### config.mk
export PLATFORM = sky130hd
export DESIGN_NAME = i2c_master_bit_byte_engine_top
export DESIGN_NICKNAME = d
export VERILOG_FILES = /design/src/rtl/i2cm_pkg.sv /design/src/rtl/i2cm_cfg.sv /design/src/rtl/i2cm_engine.sv /design/src/rtl/i2c_master_bit_byte_engine_top.sv
export SDC_FILE = /design/constraint.sdc
export NUM_CORES = 1
export LEC_CHECK = 0
export ABC_AREA = 1
export BUFFER_PORTS_ARGS = -buffer_cell sky130_fd_sc_hd__buf_2
export CORE_ASPECT_RATIO = 0.7
export CORE_MARGIN = 2
export CORE_UTILIZATION = 45
export DETAILED_ROUTE_END_ITERATION = 6
export PLACE_DENSITY = 0.67
export SYNTH_ARGS = -nofsm -noshare
export SYNTH_HDL_FRONTEND = slang
export SYNTH_SLANG_ARGS = --single-unit
### constraint.sdc
create_clock -name clk -period 3.15 [get_ports clk]
set_clock_uncertainty 0.05 [all_clocks]
set_input_delay 0.315 -clock clk [delete_from_list [all_inputs] [get_ports clk]]
set_output_delay 0.315 -clock clk [all_outputs]
set_load 0.03 [all_outputs]
### src/rtl/i2cm_pkg.sv
// ----------------------------------------------------------------------------
// i2cm_pkg
// Shared types and codes for the I2C master bit/byte engine.
// ----------------------------------------------------------------------------
package i2cm_pkg;

	localparam int DELAY_WIDTH_DEF = 12;

	// register widths and reset values
	localparam int BIT_DLY_W  = 8;
	localparam int WAKE_DLY_W = 12;
	localparam int CFG_W      = 12;
	localparam int CFG_IDX_W  = 2;

	localparam logic [BIT_DLY_W-1:0]  BIT_DLY_RST   = 8'd4;
	localparam logic [WAKE_DLY_W-1:0] WAKE_LO_RST   = 12'd70;
	localparam logic [WAKE_DLY_W-1:0] WAKE_WAIT_RST = 12'd2600;

	// register indexes
	localparam logic [CFG_IDX_W-1:0] REG_BIT_DLY   = 2'd0;
	localparam logic [CFG_IDX_W-1:0] REG_WAKE_LO   = 2'd1;
	localparam logic [CFG_IDX_W-1:0] REG_WAKE_WAIT = 2'd2;

	// command codes
	localparam logic [2:0] CMD_TICK  = 3'd0;
	localparam logic [2:0] CMD_START = 3'd1;
	localparam logic [2:0] CMD_STOP  = 3'd2;
	localparam logic [2:0] CMD_WRITE = 3'd3;
	localparam logic [2:0] CMD_READ  = 3'd4;
	localparam logic [2:0] CMD_WAKE  = 3'd5;

	// sequencer phases
	localparam logic [3:0] PH_IDLE      = 4'd0;
	localparam logic [3:0] PH_START_W   = 4'd1;
	localparam logic [3:0] PH_STOP_W1   = 4'd2;
	localparam logic [3:0] PH_STOP_SCL  = 4'd3;
	localparam logic [3:0] PH_STOP_W2   = 4'd4;
	localparam logic [3:0] PH_STOP_W3   = 4'd5;
	localparam logic [3:0] PH_WAKE_LO   = 4'd6;
	localparam logic [3:0] PH_WAKE_WAIT = 4'd7;
	localparam logic [3:0] PH_SB_W1     = 4'd8;
	localparam logic [3:0] PH_SB_W2     = 4'd9;
	localparam logic [3:0] PH_SB_SCL    = 4'd10;
	localparam logic [3:0] PH_RB_W1     = 4'd11;
	localparam logic [3:0] PH_RB_SCL    = 4'd12;
	localparam logic [3:0] PH_RB_W2     = 4'd13;

	localparam int IN_BITS  = 14;
	localparam int OUT_BITS = 14;
	localparam int IN_TDATA_W  = 16;
	localparam int OUT_TDATA_W = 16;

	typedef struct packed {
		logic       sda_in;
		logic       scl_in;
		logic       nack_flag;
		logic [7:0] wr_byte;
		logic [2:0] cmd;
	} item_t;

	typedef struct packed {
		logic       rejected;
		logic       busy_res;
		logic [7:0] rd_byte;
		logic       ack_bit;
		logic       done_res;
		logic       sda_low;
		logic       scl_low;
	} res_t;

	typedef struct packed {
		logic [BIT_DLY_W-1:0]  bit_dly;
		logic [WAKE_DLY_W-1:0] wake_lo;
		logic [WAKE_DLY_W-1:0] wake_wait;
	} cfg_t;

endpackage

### src/rtl/i2cm_cfg.sv
// ----------------------------------------------------------------------------
// i2cm_cfg
// Configuration register file: bit delay and wake timing.
// ----------------------------------------------------------------------------
module i2cm_cfg (
	input  logic                          clk,
	input  logic                          arst_n,
	input  logic                          cfg_we,
	input  logic [i2cm_pkg::CFG_IDX_W-1:0] cfg_idx,
	input  logic [i2cm_pkg::CFG_W-1:0]     cfg_wdata,
	output i2cm_pkg::cfg_t                cfg
);
	import i2cm_pkg::*;

	cfg_t cfg_q;

	always_ff @(posedge clk or negedge arst_n) begin
		if (!arst_n) begin
			cfg_q.bit_dly   <= BIT_DLY_RST;
			cfg_q.wake_lo   <= WAKE_LO_RST;
			cfg_q.wake_wait <= WAKE_WAIT_RST;
		end else if (cfg_we) begin
			case (cfg_idx)
				REG_BIT_DLY:   cfg_q.bit_dly   <= cfg_wdata[BIT_DLY_W-1:0];
				REG_WAKE_LO:   cfg_q.wake_lo   <= cfg_wdata[WAKE_DLY_W-1:0];
				REG_WAKE_WAIT: cfg_q.wake_wait <= cfg_wdata[WAKE_DLY_W-1:0];
				default: ;
			endcase
		end
	end

	assign cfg = cfg_q;

endmodule

### src/rtl/i2cm_engine.sv
// ----------------------------------------------------------------------------
// i2cm_engine
// Sequencer state and next-state logic; updates once per processed word.
// ----------------------------------------------------------------------------
module i2cm_engine #(
	parameter int DELAY_WIDTH = i2cm_pkg::DELAY_WIDTH_DEF
) (
	input  logic            clk,
	input  logic            arst_n,
	input  logic            en,
	input  i2cm_pkg::item_t item,
	input  i2cm_pkg::cfg_t  cfg,
	output i2cm_pkg::res_t  res
);
	import i2cm_pkg::*;

	localparam int LW = (DELAY_WIDTH > WAKE_DLY_W) ? DELAY_WIDTH : WAKE_DLY_W;
	localparam logic [LW-1:0] DLY_MAX = LW'({DELAY_WIDTH{1'b1}});

	// saturating delay load
	function automatic logic [DELAY_WIDTH-1:0] load_dly(input logic [WAKE_DLY_W-1:0] v);
		logic [LW-1:0] ext;
		ext = LW'(v);
		if (ext > DLY_MAX)
			ext = DLY_MAX;
		return ext[DELAY_WIDTH-1:0];
	endfunction

	logic [3:0]             phase_q, n_phase;
	logic [DELAY_WIDTH-1:0] dly_q, n_dly, dly_dec;
	logic [3:0]             bi_q, n_bi;
	logic [7:0]             sr_q, n_sr;
	logic [7:0]             rd_q, n_rd;
	logic [2:0]             act_q, n_act;
	logic                   ack_q, n_ack;
	logic                   scl_q, n_scl;
	logic                   sda_q, n_sda;
	logic                   nack_q, n_nack;

	logic dly_exp, is_cmd, do_end, do_begin, end_b, send, send_b, done, rej;

	assign dly_exp = (dly_q <= DELAY_WIDTH'(1));
	assign dly_dec = dly_exp ? '0 : dly_q - DELAY_WIDTH'(1);
	assign is_cmd  = (item.cmd >= CMD_START) && (item.cmd <= CMD_WAKE);

	always_comb begin
		n_phase  = phase_q;
		n_dly    = dly_q;
		n_bi     = bi_q;
		n_sr     = sr_q;
		n_rd     = rd_q;
		n_act    = act_q;
		n_ack    = ack_q;
		n_scl    = scl_q;
		n_sda    = sda_q;
		n_nack   = nack_q;
		do_end   = 1'b0;
		do_begin = 1'b0;
		end_b    = 1'b0;
		send     = 1'b0;
		send_b   = 1'b0;
		done     = 1'b0;
		rej      = 1'b0;

		if (is_cmd && phase_q != PH_IDLE) begin
			rej = 1'b1;
		end else if (is_cmd) begin
			n_act = item.cmd;
			case (item.cmd)
				CMD_START: begin
					n_sda   = 1'b1;
					n_dly   = load_dly(WAKE_DLY_W'(cfg.bit_dly));
					n_phase = PH_START_W;
				end
				CMD_STOP: begin
					n_sda   = 1'b1;
					n_dly   = load_dly(WAKE_DLY_W'(cfg.bit_dly));
					n_phase = PH_STOP_W1;
				end
				CMD_WRITE, CMD_READ: begin
					n_sr     = (item.cmd == CMD_WRITE) ? item.wr_byte : 8'd0;
					n_nack   = item.nack_flag;
					n_bi     = 4'd0;
					do_begin = 1'b1;
				end
				default: begin
					n_sda   = 1'b1;
					n_dly   = load_dly(cfg.wake_lo);
					n_phase = PH_WAKE_LO;
				end
			endcase
		end else begin
			case (phase_q)
				PH_IDLE: ;
				PH_START_W: begin
					n_dly = dly_dec;
					if (dly_exp) begin
						n_scl   = 1'b1;
						n_phase = PH_IDLE;
						done    = 1'b1;
					end
				end
				PH_STOP_W1: begin
					n_dly = dly_dec;
					if (dly_exp) begin
						n_scl   = 1'b0;
						n_phase = PH_STOP_SCL;
					end
				end
				PH_STOP_SCL: begin
					if (item.scl_in) begin
						n_dly   = load_dly(WAKE_DLY_W'(cfg.bit_dly));
						n_phase = PH_STOP_W2;
					end
				end
				PH_STOP_W2: begin
					n_dly = dly_dec;
					if (dly_exp) begin
						n_sda   = 1'b0;
						n_dly   = load_dly(WAKE_DLY_W'(cfg.bit_dly));
						n_phase = PH_STOP_W3;
					end
				end
				PH_STOP_W3, PH_WAKE_WAIT: begin
					n_dly = dly_dec;
					if (dly_exp) begin
						n_phase = PH_IDLE;
						done    = 1'b1;
					end
				end
				PH_WAKE_LO: begin
					n_dly = dly_dec;
					if (dly_exp) begin
						n_sda   = 1'b0;
						n_dly   = load_dly(cfg.wake_wait);
						n_phase = PH_WAKE_WAIT;
					end
				end
				PH_SB_W1: begin
					n_dly = dly_dec;
					if (dly_exp) begin
						n_scl   = 1'b0;
						n_dly   = load_dly(WAKE_DLY_W'(cfg.bit_dly));
						n_phase = PH_SB_W2;
					end
				end
				PH_SB_W2: begin
					n_dly = dly_dec;
					if (dly_exp) begin
						if (item.scl_in)
							do_end = 1'b1;
						else
							n_phase = PH_SB_SCL;
					end
				end
				PH_SB_SCL: begin
					if (item.scl_in)
						do_end = 1'b1;
				end
				PH_RB_W1: begin
					n_dly = dly_dec;
					if (dly_exp) begin
						n_scl   = 1'b0;
						n_phase = PH_RB_SCL;
					end
				end
				PH_RB_SCL: begin
					if (item.scl_in) begin
						n_dly   = load_dly(WAKE_DLY_W'(cfg.bit_dly));
						n_phase = PH_RB_W2;
					end
				end
				PH_RB_W2: begin
					n_dly = dly_dec;
					if (dly_exp) begin
						do_end = 1'b1;
						end_b  = item.sda_in;
					end
				end
				default: n_phase = PH_IDLE;
			endcase
		end

		// close out a bit: pull SCL low, shift, count
		if (do_end) begin
			n_scl = 1'b1;
			if (act_q == CMD_WRITE) begin
				if (bi_q < 4'd8)
					n_sr = {sr_q[6:0], 1'b0};
				else
					n_ack = end_b;
			end else begin
				if (bi_q < 4'd8)
					n_sr = {sr_q[6:0], end_b};
				else
					n_rd = sr_q;
			end
			n_bi = bi_q + 4'd1;
			if (n_bi > 4'd8) begin
				n_phase = PH_IDLE;
				done    = 1'b1;
			end else begin
				do_begin = 1'b1;
			end
		end

		// open a bit: set SDA, start first delay
		if (do_begin) begin
			if (n_act == CMD_WRITE) begin
				send   = (n_bi < 4'd8);
				send_b = n_sr[7];
			end else begin
				send   = (n_bi >= 4'd8);
				send_b = n_nack;
			end
			n_sda   = send ? !send_b : 1'b0;
			n_phase = send ? PH_SB_W1 : PH_RB_W1;
			n_dly   = load_dly(WAKE_DLY_W'(cfg.bit_dly));
		end
	end

	always_ff @(posedge clk or negedge arst_n) begin
		if (!arst_n) begin
			phase_q <= PH_IDLE;
			dly_q   <= '0;
			bi_q    <= '0;
			sr_q    <= '0;
			rd_q    <= '0;
			act_q   <= CMD_TICK;
			ack_q   <= 1'b0;
			scl_q   <= 1'b0;
			sda_q   <= 1'b0;
			nack_q  <= 1'b0;
		end else if (en) begin
			phase_q <= n_phase;
			dly_q   <= n_dly;
			bi_q    <= n_bi;
			sr_q    <= n_sr;
			rd_q    <= n_rd;
			act_q   <= n_act;
			ack_q   <= n_ack;
			scl_q   <= n_scl;
			sda_q   <= n_sda;
			nack_q  <= n_nack;
		end
	end

	always_comb begin
		res.scl_low  = n_scl;
		res.sda_low  = n_sda;
		res.done_res = done;
		res.ack_bit  = n_ack;
		res.rd_byte  = n_rd;
		res.busy_res = (n_phase != PH_IDLE);
		res.rejected = rej;
	end

endmodule

### src/rtl/i2c_master_bit_byte_engine_top.sv
// ----------------------------------------------------------------------------
// i2c_master_bit_byte_engine_top
// Open-drain I2C master bit/byte engine with stream in/out and config port.
// ----------------------------------------------------------------------------
//
// Channel   Dir  Handshake          Payload
// s_*       in   s_tvalid/s_tready  tick or command word (14 bits in 16)
// m_*       out  m_tvalid/m_tready  line drives and status word (14 bits in 16)
// cfg_*     in   cfg_we             register index + write data
//
// One word per cycle sustained while m_tready is high. A word is captured in
// the input register, runs through the sequencer's next-state logic, and its
// result lands in the output register once the output slot is free.
// When the output register holds an untaken word the input register still
// fills, so the input stalls only when both are full.
// Reset (arst_n low) clears the sequencer to idle with both lines released
// and loads the delay registers with 4, 70 and 2600.
// ----------------------------------------------------------------------------
module i2c_master_bit_byte_engine_top #(
	parameter int DELAY_WIDTH = i2cm_pkg::DELAY_WIDTH_DEF
) (
	input  logic                              clk,
	input  logic                              arst_n,
	// cmd[2:0], wr_byte[10:3], nack_flag[11], scl_in[12], sda_in[13], zero pad
	input  logic [i2cm_pkg::IN_TDATA_W-1:0]    s_tdata,
	input  logic                              s_tvalid,
	output logic                              s_tready,
	// scl_low[0], sda_low[1], done_res[2], ack_bit[3], rd_byte[11:4],
	// busy_res[12], rejected[13], zero pad
	output logic [i2cm_pkg::OUT_TDATA_W-1:0]   m_tdata,
	output logic                              m_tvalid,
	input  logic                              m_tready,
	input  logic                              cfg_we,
	input  logic [i2cm_pkg::CFG_IDX_W-1:0]     cfg_idx,
	input  logic [i2cm_pkg::CFG_W-1:0]         cfg_wdata
);
	import i2cm_pkg::*;

	cfg_t  cfg;
	item_t item_s1;
	logic  valid_s1;
	res_t  res;
	res_t  res_q;
	logic  m_valid_q;
	logic  advance;

	// the word in the input register moves when the output slot is free
	assign advance  = valid_s1 && (!m_valid_q || m_tready);
	assign s_tready = !valid_s1 || advance;

	always_ff @(posedge clk or negedge arst_n) begin
		if (!arst_n) begin
			valid_s1 <= 1'b0;
		end else if (s_tready) begin
			valid_s1 <= s_tvalid;
		end
	end

	always_ff @(posedge clk) begin
		if (s_tvalid && s_tready)
			item_s1 <= item_t'(s_tdata[IN_BITS-1:0]);
	end

	i2cm_cfg u_cfg (
		.clk       (clk),
		.arst_n    (arst_n),
		.cfg_we    (cfg_we),
		.cfg_idx   (cfg_idx),
		.cfg_wdata (cfg_wdata),
		.cfg       (cfg)
	);

	// sequencer state steps only when its word is handed on
	i2cm_engine #(
		.DELAY_WIDTH (DELAY_WIDTH)
	) u_engine (
		.clk    (clk),
		.arst_n (arst_n),
		.en     (advance),
		.item   (item_s1),
		.cfg    (cfg),
		.res    (res)
	);

	// output register
	always_ff @(posedge clk or negedge arst_n) begin
		if (!arst_n) begin
			m_valid_q <= 1'b0;
		end else if (advance) begin
			m_valid_q <= 1'b1;
		end else if (m_tready) begin
			m_valid_q <= 1'b0;
		end
	end

	always_ff @(posedge clk) begin
		if (advance)
			res_q <= res;
	end

	assign m_tvalid = m_valid_q;
	assign m_tdata  = {{(OUT_TDATA_W - OUT_BITS){1'b0}}, res_q};

endmodule

# After elaboration in Yosys (flattened, before gate mapping)
# Index checks and enable logic that the tools add are counted.
totals:
  in_bits: 35
  regBits: 105
  wordCells: 182
  out_inout_bits: 18
op_classes:
  eq_ne: 24
  order_cmp: 9
  n_reduce_logical: 28
  addsub: 2
  n_mux: 92
ops:
  columns: ["op", "count"]
  rows:
  - ["two-way mux 12 bit", 9]
  - ["two-way mux 8 bit", 11]
  - ["two-way mux 4 bit", 19]
  - ["one-hot mux 12 bit (4 select lines)", 1]
  - ["two-way mux 1 bit", 44]
  - ["one-hot mux 4 bit (10 select lines)", 1]
  - ["== test 4 bit (second input constant)", 6]
  - ["> comparator 12 bit (second input constant)", 2]
  - ["one-hot mux 12 bit (2 select lines)", 1]
  - ["== test 4 x 3 -> 1 bit (second input constant)", 4]
  - ["== test 3 x 2 -> 1 bit (second input constant)", 4]
  - ["<= comparator 12 x 1 -> 1 bit (second input constant)", 1]
  - ["one-hot mux 4 bit (3 select lines)", 1]
  - ["subtractor 12 x 1 -> 12 bit (second input constant)", 1]
  - ["OR reduction 2 bit", 5]
  - ["OR reduction 3 bit", 3]
  - ["== test 4 x 2 -> 1 bit (second input constant)", 2]
  - ["< comparator 4 bit (second input constant)", 2]
  - ["nonzero test 4 bit", 2]
  - ["OR reduction 7 bit", 1]
  - ["two-way mux 3 bit", 2]
  - ["AND reduction 2 bit", 3]
  - ["nonzero test 6 bit", 1]
  - ["AND reduction 5 bit", 1]
  - ["22 further kinds", 28]

# Longest topological paths before layout
logic_depth:
  word_depth: 13
  ltp_mapped: 15
  depth_no_buf: 15

# Hierarchy
# A second synthesis with hierarchy kept.
unflattened:
  cells_unflattened: 756
  hier_area_um2: 6005.8
by_module_without_submodules:
  columns: ["mod", "area_per_inst_um2", "cells_per_inst", "seq_area_each_um2", "n_inst"]
  rows:
  - ["i2cm_engine", 3585.9, 567, 1076.0, 1]
  - ["i2cm_cfg", 1465.2, 146, 810.8, 1]
  - ["i2c_master_bit_byte_engine_top", 954.7, 43, 890.9, 1]

# Worst setup path after synthesis
# OpenSTA, ideal clock, no wires.
synth_path:
  path_kind: "register to register"
  start: "reg u_engine.dly_q[0]"
  end: "reg res_q, in the netlist m_tdata[12], data pin"
  required_ns: 2.846
  setup_time_ns: 0.254
  arrival_time_ns: 1.825
  path_slack_ns: 1.021
  path_stages_with_launch: 15
  period_less_slack_ns: 2.129
  n_path_buf: 1
  cell_sequence: "dfrtp_1 > inv_1 > ha_1 > nor2_1 > nor3_2 > nand2_4 > o21bai_4 > nand2_4 > buf_2 > nand2_1 > nand3_1 > nand3_1 > nand2_1 > nor2_1 > nand2_1"
synth_lines:
  columns: ["item", "line", "text"]
  rows:
  - ["start: declaration", "i2cm_engine.sv:30", "logic [DELAY_WIDTH-1:0] dly_q, n_dly, dly_dec;"]
  - ["start signal: assignment", "i2cm_engine.sv:236", "dly_q <= n_dly;"]
  - ["end signal: assignment", "i2c_master_bit_byte_engine_top.sv:98", "res_q <= res;"]
  - ["end: declaration", "i2c_master_bit_byte_engine_top.sv:43", "res_t res_q;"]

==> results.txt <==
Detailed placement ended at an HPWL of approximately 10000 µm. The final critical delay including setup and external delays came out at 2.54 ns. The floorplan has 34 rows. The TritonCTS clock tree is built. In this run the worst path has a maximum fanout of 7. The distinct cell type count of the synthesized netlist is 44. The setup fix buffers added after clock tree synthesis is 0. In this design, the critical path's most frequently occurring cell is nand2_1. The smallest setup slack after layout is 0.615 ns.

The total count of max-transition violations in the final report was 0. Input and output buffers added on the ports amount to 48. The overall die area came out at between 10000 and 15000 µm². The footprint of the multi-input gates came out at approximately 2500 µm².

The signal on the critical path passes through nor2_1 > nand2_1 > inv_1 > nand2_1 > a21oi_1 > inv_1 > nor2_1 > nand3_1 > nand3_1 > nand2_1 > nor2_1 > nand2_1. The worst slack at placement is around 0.70 ns. The post-route DRC violation count is 0.

The peak per-stage delay on the critical path came out at 0.46 ns. The number of vias in the routed layout came out at around 5000. The clock tree synthesis step divided the H-tree into 3 levels. The maximum frequency from static timing analysis is 394 MHz. The count of warnings emitted by yosys is 0. Setup repair after global routing left no endpoint under its margin.

The setup check on the worst reg-to-reg path leaves a slack of roughly 0.61 ns. At the later pin of the worst-skew pair, clock insertion delay measures approximately 0.35 ns. The initial antenna violation count is 0.

In this run the clock root is driven by a clkbuf_16. The net count reported at finish came out at around 810. The antenna cell count is 0. The synthesized design spends more area on one cell type than any other, namely dfrtp_1. The detailed-route wire length came out at 14100 µm.

The total negative slack came out at 0 ns. Counting instances in the post-synthesis netlist gives the leading cell types as nand2_1 (221), o21ai_0 (89), inv_1 (75), dfrtp_1 (69), nand3_1 (66). The sequential cell area in the final layout is about 2800 µm². For this design the ratio of total power to cell area is approximately 810 nW/µm². The routability-driven placement congestion ratio is just over 0.9. The path category of the worst min-delay check is primary input to async pin. The number of violations reported at the end of detailed-routing iteration 0 came out at ~380. After filler insertion, the fill cell instance count of the layout stands at roughly 1200. Using the TritonRoute via totals, the vias-per-cell ratio works out to between 5 and 6.

The worst setup path is captured at a register. The synthesized area per cell came out at between 7 and 8 µm². The tool flagged a number of max-cap violations equal to 0.

The worst vdd rail ir drop is slightly below 0.0004 V. The number of buffer and inverter stages on the critical path came out at 2. The headroom to the max-slew limit came out at 33.6%. STA classifies the critical path startpoint as a register.

On the final layout, the worst hold slack is 0.0757 ns. The count of instances resized after the clock tree is built is 0. Once detail routing completed, the nets flagged for antenna violations numbered 0.

The flow ran to the end, and the final reports show no timing, DRC or antenna violations. After clock tree synthesis, the clock-pin slew on the worst setup and hold paths is 0.08 ns. The worst path uses roughly four fifths of the clock period. Once placement finished, the instance area stood at 6060 µm². The number of hold violations in the final report is 0.

The maximum clock path buffer count came out at 2. The number of setup violations in the final report is 0. Broken down by cell family, the worst path's largest delay share belongs to simple AND/OR/NAND/NOR gates.

The post-synthesis instance area is 5660 µm². The core region is about 12000 µm². By area the synthesized netlist is led by dfrtp_1 (31%), edfxtp_1 (15%), nand2_1 (15%). The ratio of cells with drive above 1 in the final layout came out at approximately 15%. The synthesized design contains between 100 and 150 register bits.

The total iterations of the first detailed-routing run came out at 5. The effective utilization at floorplan is between 40% and 50%. After global routing the overflow that remains totals 0.

The number of hold-repair buffers added at the cts stage is 0. Entering global routing, the biggest net connects 78 pins. The top cell type's share of synthesized area came out at between 30% and 40%. The first-pass GRT wire length is about 24000 µm. Across every metal layer, demand over resource in global routing totals 21.5%. The data arrival time at the worst-slack endpoint came out at about 2.6 ns.

The cell area after layout is about 6400 µm². In this run the static leakage power is between 3 and 4 nW. 53 I/O pins were placed. For the pin with the worst max-slew slack, the measured transition is about 1 ns. The number of global-route vias before repair was 4522.

The number of enable flip-flop cells after synthesis is 28. The die is a little under 100 µm tall. The count of clock tree sinks came out at 105. For this run, the leading register cell type out of synthesis is dfrtp_1. Data on the critical path is required at its endpoint by around 3.2 ns.

In the post-synthesis netlist, the cell with the most instances is nand2_1. The horizontal die dimension came out at approximately 140 µm. The portion of the post-synthesis area used by sequential elements came out at about half. In this run, CTS created clock tree buffers numbering 9. The critical path is of the register to register type. The slowest stage of the critical path belongs to the cell dfrtp_1. The post-synthesis instance total is 722.

Dividing the detail-routed wire length by the instance count gives roughly 15 µm. After synthesis, the share of flip-flops with an asynchronous set or reset is around three quarters. The layout-stage area growth over the synthesis result came out at 12.4%.
worst paths after layout:
path,start,endpoint,depth (start not counted)
setup / recovery,u_engine.phase_q[1]$_DFFE_PN0P_,m_tdata[12]$_DFFE_PP_,12
hold / removal,arst_n,u_engine.rd_q[4]$_DFFE_PN0P_,1
setup reg to reg,u_engine.phase_q[1]$_DFFE_PN0P_,m_tdata[12]$_DFFE_PP_,12
hold reg to reg,u_cfg.cfg[16]$_DFFE_PN0P_,u_cfg.cfg[16]$_DFFE_PN0P_,2
max in group asynchronous,arst_n,u_engine.dly_q[10]$_DFFE_PN0P_,1
min in group clk,s_tdata[4],item_s1[4]$_DFFE_PP_,1
worst reg2reg max path: stages, from the launching register on:
cell	delay [ns]
dfrtp_1	0.46
nor2_1	0.27
nand2_1	0.20
inv_1	0.16
nand2_1	0.16
a21oi_1	0.25
inv_1	0.07
nor2_1	0.17
nand3_1	0.12
nand3_1	0.12
nand2_1	0.07
nor2_1	0.10
nand2_1	0.09
area by class of cell:
class	instances	area share [%]
clock buffers	11	4.05
repair buffers	56	4.76
multi-input cells	516	39.0
flip-flops and latches	105	43.7
clock inverters	5	0.669
well taps	162	3.19
inverters	79	4.66
state kept, by name (all words and copies together), names as in the netlist, named ones only:
name	cells
valid_s1	1
u_engine.phase_q	4
u_engine.sda_q	1
u_engine.rd_q	8
m_tvalid	1
m_tdata	14
u_engine.act_q	3
u_engine.ack_q	1
u_engine.dly_q	12
item_s1	14
u_engine.nack_q	1
u_engine.scl_q	1
u_engine.sr_q	8
u_cfg.cfg	32
u_engine.bi_q	2
power breakdown:
part	switching, W	internal [W]
combinational	0.00139	0.000651
clock	0.000519	0.000606
sequential	0.000271	0.00174
layout by cell type (no fill, tap or decap), types with 3 or more instances in the layout:
cell / instances
a21oi_1: 18
buf_2: 47
buf_4: 9
clkbuf_16: 10
dfrtp_1: 69
dfstp_2: 8
edfxtp_1: 28
ha_1: 3
inv_1: 74
inv_2: 3
nand2_1: 221
nand2_2: 9
nand3_1: 66
nand4_1: 7
nor2_1: 41
nor2_4: 4
nor3_1: 4
o211ai_1: 3
o21ai_0: 89
o21ai_1: 10
o21ai_2: 9
xor2_1: 6
cells by family (layout without fill, tap and decap cells):
| logic type | after synthesis | in the layout | synth area share, % |
|---|---|---|---|
| simple gates | 360 | 360 | 27.4 |
| buf+inv | 102 | 151 | 7.17 |
| fa+ha+maj | 3 | 3 | 0.664 |
| flops | 105 | 105 | 49.1 |
| compound gates | 143 | 143 | 14.3 |
| xor+xnor | 8 | 8 | 1.24 |
| other cells | 1 | 2 | 0.0663 |
per-layer routing:
metal	global-route usage (%)	routed length [µm]	vias up
met4	4.32	80	0
met3	4.32	806	7
met1	35.5	7600	2344
li1	-	-	2459
met5	0	0	-
met2	29.0	5580	163
through the flow:
step                total power, W  util [%]  cells
CTS                        0.00516      51.5    934
finish                     0.00518      51.5    934
global route               0.00556      51.5    934
floorplan                  0.00346         -    723
detailed placement         0.00403      49.1    918
global placement           0.00400      49.1    918
(Power assumes the default switching activity.)
